### src/rtl/c3f_pkg.sv
package c3f_pkg;

    localparam int KSIZE      = 3;
    localparam int KW         = 8;
    localparam int DIM_W      = 11;
    localparam int POS_W      = 10;
    localparam int FILT_W     = 20;
    localparam int OUT_W      = FILT_W + 2 * POS_W;
    localparam int CFG_IDX_W  = 3;
    localparam int CFG_DATA_W = KSIZE * KW;
    localparam int DIM_MIN    = 3;
    localparam int MAX_HEIGHT = 1024;

    localparam logic [DIM_W-1:0] RESET_DIM = 11'd16;

    typedef enum logic [CFG_IDX_W-1:0] {
        REG_WIDTH  = 3'd0,
        REG_HEIGHT = 3'd1,
        REG_K_TOP  = 3'd2,
        REG_K_MID  = 3'd3,
        REG_K_BOT  = 3'd4
    } t_cfg_reg;

    // Kernel row r, column c at [r][c]; column 0 sits in the low byte of a row.
    typedef logic [KSIZE-1:0][KSIZE-1:0][KW-1:0] t_kernel;

    typedef struct packed {
        logic [POS_W-1:0] center_row;
        logic [POS_W-1:0] center_col;
        logic             last;
    } t_tag;

endpackage

### src/rtl/c3f_mac.sv
module c3f_mac
    import c3f_pkg::*;
#(
    parameter int PIXEL_BITS = 8
) (
    input  logic                  i_clk,
    input  logic                  i_rst_n,
    input  logic                  i_valid,
    output logic                  o_ready,
    input  logic [PIXEL_BITS-1:0] i_win [KSIZE][KSIZE],
    input  t_tag                  i_tag,
    input  t_kernel               i_kernel,
    output logic                  o_valid,
    input  logic                  i_ready,
    output logic [FILT_W-1:0]     o_filtered,
    output t_tag                  o_tag
);

    // Unsigned pixel times signed weight, then four bits of growth for nine terms.
    localparam int PROD_W = PIXEL_BITS + KW + 1;
    localparam int ACC_W  = (PROD_W + 4 > FILT_W) ? PROD_W + 4 : FILT_W;

    logic signed [PROD_W-1:0] r_prod [KSIZE][KSIZE];
    logic signed [PROD_W-1:0] n_prod [KSIZE][KSIZE];
    logic signed [ACC_W-1:0]  r_rsum [KSIZE];
    logic signed [ACC_W-1:0]  n_rsum [KSIZE];
    logic signed [ACC_W-1:0]  n_sum;
    logic                     r_v3, r_v4, r_vo;
    t_tag                     r_tag3, r_tag4, r_tago;
    logic [FILT_W-1:0]        r_filt;
    logic                     rdy3, rdy4, rdyo;

    assign rdyo    = !r_vo || i_ready;
    assign rdy4    = !r_v4 || rdyo;
    assign rdy3    = !r_v3 || rdy4;
    assign o_ready = rdy3;

    always_comb begin
        for (int r = 0; r < KSIZE; r++) begin
            for (int c = 0; c < KSIZE; c++) begin
                n_prod[r][c] = PROD_W'($signed({1'b0, i_win[r][c]}))
                             * PROD_W'($signed(i_kernel[r][c]));
            end
        end
    end

    always_comb begin
        for (int r = 0; r < KSIZE; r++) begin
            n_rsum[r] = ACC_W'(r_prod[r][0]) + ACC_W'(r_prod[r][1])
                      + ACC_W'(r_prod[r][2]);
        end
        n_sum = r_rsum[0] + r_rsum[1] + r_rsum[2];
    end

    always_ff @(posedge i_clk) begin
        if (!i_rst_n) begin
            r_v3 <= 1'b0;
            r_v4 <= 1'b0;
            r_vo <= 1'b0;
        end else begin
            if (rdy3) begin
                r_v3 <= i_valid;
            end
            if (rdy4) begin
                r_v4 <= r_v3;
            end
            if (rdyo) begin
                r_vo <= r_v4;
            end
        end
    end

    always_ff @(posedge i_clk) begin
        if (rdy3) begin
            r_prod <= n_prod;
            r_tag3 <= i_tag;
        end
        if (rdy4) begin
            r_rsum <= n_rsum;
            r_tag4 <= r_tag3;
        end
        if (rdyo) begin
            r_filt <= n_sum[FILT_W-1:0];
            r_tago <= r_tag4;
        end
    end

    assign o_valid    = r_vo;
    assign o_filtered = r_filt;
    assign o_tag      = r_tago;

endmodule

### config.mk
export PLATFORM = sky130hd
export DESIGN_NAME = c3f_mac
export DESIGN_NICKNAME = d
export VERILOG_FILES = /design/src/rtl/c3f_pkg.sv /design/src/rtl/c3f_mac.sv
export SDC_FILE = /design/constraint.sdc
export NUM_CORES = 2
export LEC_CHECK = 0
export ABC_AREA = 1
export BUFFER_PORTS_ARGS = -buffer_cell sky130_fd_sc_hd__buf_2
export CORE_MARGIN = 4
export CORE_UTILIZATION = 45
export CTS_CLUSTER_SIZE = 14
export DETAILED_ROUTE_END_ITERATION = 8
export PLACE_DENSITY = 0.59
export SYNTH_ARGS = -nofsm -noshare
export SYNTH_HDL_FRONTEND = slang
export SYNTH_SLANG_ARGS = --single-unit
### constraint.sdc
create_clock -name i_clk -period 13.1 [get_ports i_clk]
set_input_delay 2.62 -clock i_clk [delete_from_list [all_inputs] [get_ports i_clk]]
set_output_delay 2.62 -clock i_clk [all_outputs]
set_load 0.02 [all_outputs]
# ---- Yosys cells after proc, flatten, opt, wreduce, memory -nomap -nowiden
# Cells that the tools add are included.
dict set report op_classes {
  mul 9
  n_reduce_logical 6
  n_addsub 8
}
# op count
set ops {}
lappend ops {{multiplier 9 x 8 -> 17 bit} 9}
lappend ops {{adder 18 x 17 -> 19 bit} 3}
lappend ops {{adder 17 x 17 -> 18 bit} 3}
lappend ops {{adder 19 x 19 -> 20 bit} 1}
lappend ops {{adder 20 x 19 -> 20 bit} 1}
lappend ops {{logical NOT 1 bit} 3}
lappend ops {{logical OR 1 bit} 3}
dict set report totals {
  in_bits 169
  reg_bits 296
}

# ---- Longest topological paths before layout
dict set report depth {
  word_depth 4
  depth_mapped 22
}

# ---- Least setup slack after synthesis
# OpenSTA, ideal clock, no wires.
dict set report synth_timing {
  path_kind {input to output}
  startpoint {in i_ready}
  endpoint {out o_ready}
  t_required_ns 10.480
  slack_ns 2.899
  n_path_buf 0
  stages 4
  arrival_time_ns 7.581
  cell_sequence {inv_1 nand2_1 nor2_1 nand2_1}
}
dict set report synth_via {
  elab_chain_cells 3
}
# item line_no
set synth_lines {}
lappend synth_lines {{start: declaration} c3f_mac.sv:14} ;# input logic i_ready,
lappend synth_lines {{logical OR 1 bit} c3f_mac.sv:33} ;# assign rdyo = !r_vo || i_ready;
lappend synth_lines {{named net rdyo} c3f_mac.sv:31} ;# logic rdy3, rdy4, rdyo;
lappend synth_lines {{logical OR 1 bit} c3f_mac.sv:34} ;# assign rdy4 = !r_v4 || rdyo;
lappend synth_lines {{logical OR 1 bit} c3f_mac.sv:35} ;# assign rdy3 = !r_v3 || rdy4;
lappend synth_lines {{end: declaration} c3f_mac.sv:9} ;# output logic o_ready,
# The timed path passes the listed nets, and every way through them passes these cells.

# ---- Worst setup path in the final report
# Same ends and word-level chain as after synthesis.

==> results_dict.tcl <==
set metrics [dict create \
    ys_types 32 \
    hold_buffers 0 \
    vias_per_cell 4.70 \
    dp.cells 5293 \
    dp_hpwl_mm 61.3 \
    worstPathCellList "buf_2 > inv_1 > nand2_2 > nor2_1 > nand2_4 > buf_2" \
    min_period_ns 7.25 \
    p_int_mw 4.58 \
    post-route-period-util_pct 55.4 \
    overflow 0 \
    final_cells 5351 \
    run_status "finished, final reports clean" \
    rows 102 \
    routed_wl_mm 73.0 \
    finalClockSkew_ns 0.0256 \
    regArea_sq_mm 0.00886 \
    grt_usage_pct 18.2 \
    dp_slack_ns 5.76 \
    yosys_warnings 0 \
    final_common_cell "inv_1" \
    cp_common_cell "buf_2" \
    gp_congestion 0.854 \
    die_h_um 288 \
    syn_inst 4174 \
    clockBufferDepth 3 \
    ir_drop_mv 0.168 \
    synth-edff-count 293 \
    first_iter_violations 1319 \
    syn_area_sq_mm 0.0354 \
    finalNetCount 5317 \
    layout_setup_ws_ns 5.85 \
    fill_cells 7584 \
    fmax_mhz 138 \
    ant_nets 0 \
    port_buffers 211 \
    grt_pass1_vias 25300 \
    hold_viol_final 0 \
    grt_setup_unrepaired "false" \
    total_power_mw 9.08 \
    worstPathRequired_ns 10.48 \
    root_buffer "clkbuf_16" \
    clk_pin_slew_worst_paths_ns 0.06 \
    cts_setup_buffers 0 \
    powerDensity_mw_per_mm2 238 \
    die_w_um 288 \
    dr.pass1.iters 6 \
    leakage_nw 22.1 \
    vias 25100 \
    initial_core_util_pct 45.5 \
    drive_gt1_share_pct 7.83 \
    insertion_delay_ns 0.58 \
    slowest_stage "nand2_2" \
    p_comb_share_pct 68.8 \
    worstPathArrival_ns 4.63 \
    drc 0 \
    gr-usage-met1_pct 26.7 \
    finalSetupViolCount 0 \
    p_sw_mw 4.50 \
    numClockSinks 296 \
    cts.repair.resized 0 \
    core_area_sq_mm 0.0777 \
    cpPeakStageDelay_ns 0.55 \
    synth_seq_cells 296 \
    p_sw_share_pct 49.6 \
    most-common-layout-cells "inv_1 (1078), nand2_1 (1074), ha_1 (456), fa_1 (407), edfxtp_1 (293)" \
    slew_violations 0 \
    final_util_pct 49.2 \
    worst_pin_slew_ns 0.998 \
    cap_violations 0 \
    grt_pass1_wl_mm 125 \
    async_reset_ff_share_pct 0 \
    critPathLaunchType "input pin" \
    grt_use_met2_pct 29.9 \
    hold_class "register to register" \
    final.setup.tns_ns 0 \
    pwr-share-clk_pct 9.2 \
    critPathKind "input pin to primary output" \
    seq_area_frac_synth_pct 25.1 \
    synth_ff_type "edfxtp_1" \
    dieArea_sq_mm 0.0831 \
    routedWlPerCell_um 13.6 \
    io_pins 212 \
    htreeDepth 1 \
    synth.avg_cell_area_sq_um 8.47 \
    use_met3_pct 1.59 \
    grt_max_degree 79 \
    slew_headroom_pct 33.3 \
    numCtsBuffers 30 \
    cts_tree "yes" \
    syn_nets 5206 \
    crit_path_max_fanout 44 \
    antenna_found_initial 5 \
    syn2layout_area_growth_pct 8.07 \
    grt-busiest-layer "met2" \
    crit_path_end_kind "primary output" \
    multi_input_area_sq_mm 0.0219 \
    seqPwrFrac_pct 22.0 \
]
## registers in the layout, indices dropped and copies added, names as in the netlist
signal	cells
r_tag3	21
r_prod	153
o_tag	21
o_filtered	20
r_v3	1
r_tag4	21
r_rsum	57
r_v4	1
o_valid	1
## synth_stat cells (32+ instances only)
library cell	count	area share [%]
nand3_1	112	1.6
ha_1	456	16
xnor2_1	32	0.79
nand2_1	1076	11
fa_1	407	23
a21oi_1	131	1.9
clkbuf_1	135	1.4
xor2_1	74	1.8
o21ai_0	36	0.51
nor2_1	171	1.8
edfxtp_1	293	25
inv_1	1079	11
## metal layers
metal / vias to the layer above / wire [um]
li1: 12800 / -
met1: 11900 / 35500
met2: 421 / 33400
met3: 77 / 2660
met4: 0 / 1390
met5: - / 0
## area by class of cell
type	instances	area share (%)
timing repair buffer	214	2.82
inverter	1087	10.7
tap	1040	3.41
antenna	5	0.0327
clock inverter	21	0.517
clock buffer	32	1.98
multi-input combinational	2656	57.4
sequential	296	23.2
## through the flow
stage                     instance area [sq um]  hold WS [ns]
final                                     38200         0.419
after global routing                      38200         0.425
after CTS                                 38200         0.420
after detailed placement                  37200         0.405
after global placement                    37200         0.401
after floorplan                           35400         0.400
## worst max-delay path, delay by kind of cell
kind          cells  cell delay (ns)
buf+inv           3             0.48
simple gates      3             1.52
## power groups by stage
stage / logic [mW] / clock network, mW / registers, mW
2_1_floorplan: 4.80 / 0 / 1.96
3_3_place_gp: 6.21 / 0 / 2.02
3_5_place_dp: 6.26 / 0 / 2.02
4_1_cts: 6.31 / 0.866 / 2.01
5_1_grt: 7.30 / 0.905 / 2.04
6_report: 6.25 / 0.839 / 2.00
## kinds of logic (layout without fill, tap and decap cells)
kind of cell | count (synthesis) | after routing | synth area share, %
and+or+nand+nor | 1471 | 1471 | 16.8
buffers and inverters | 1222 | 1354 | 13.0
adders and majority gates | 863 | 863 | 39.2
DFF | 296 | 296 | 25.1
AOI/OAI and AO/OA | 216 | 216 | 3.36
xor gates and xnor gates | 106 | 106 | 2.63
other | 0 | 5 | 0
## worst paths after layout
kind                            slack [ns]  depth (start not counted)           to        from
worst max-delay path                  5.85                          6      o_ready     i_ready
worst min-delay path                  0.42                          0   r_tag4[15]  r_tag3[15]
worst max register to register       10.00                          4  r_prod[111]     o_valid
worst min register to register        0.42                          0   r_tag4[15]  r_tag3[15]
(Power assumes the default switching activity.)
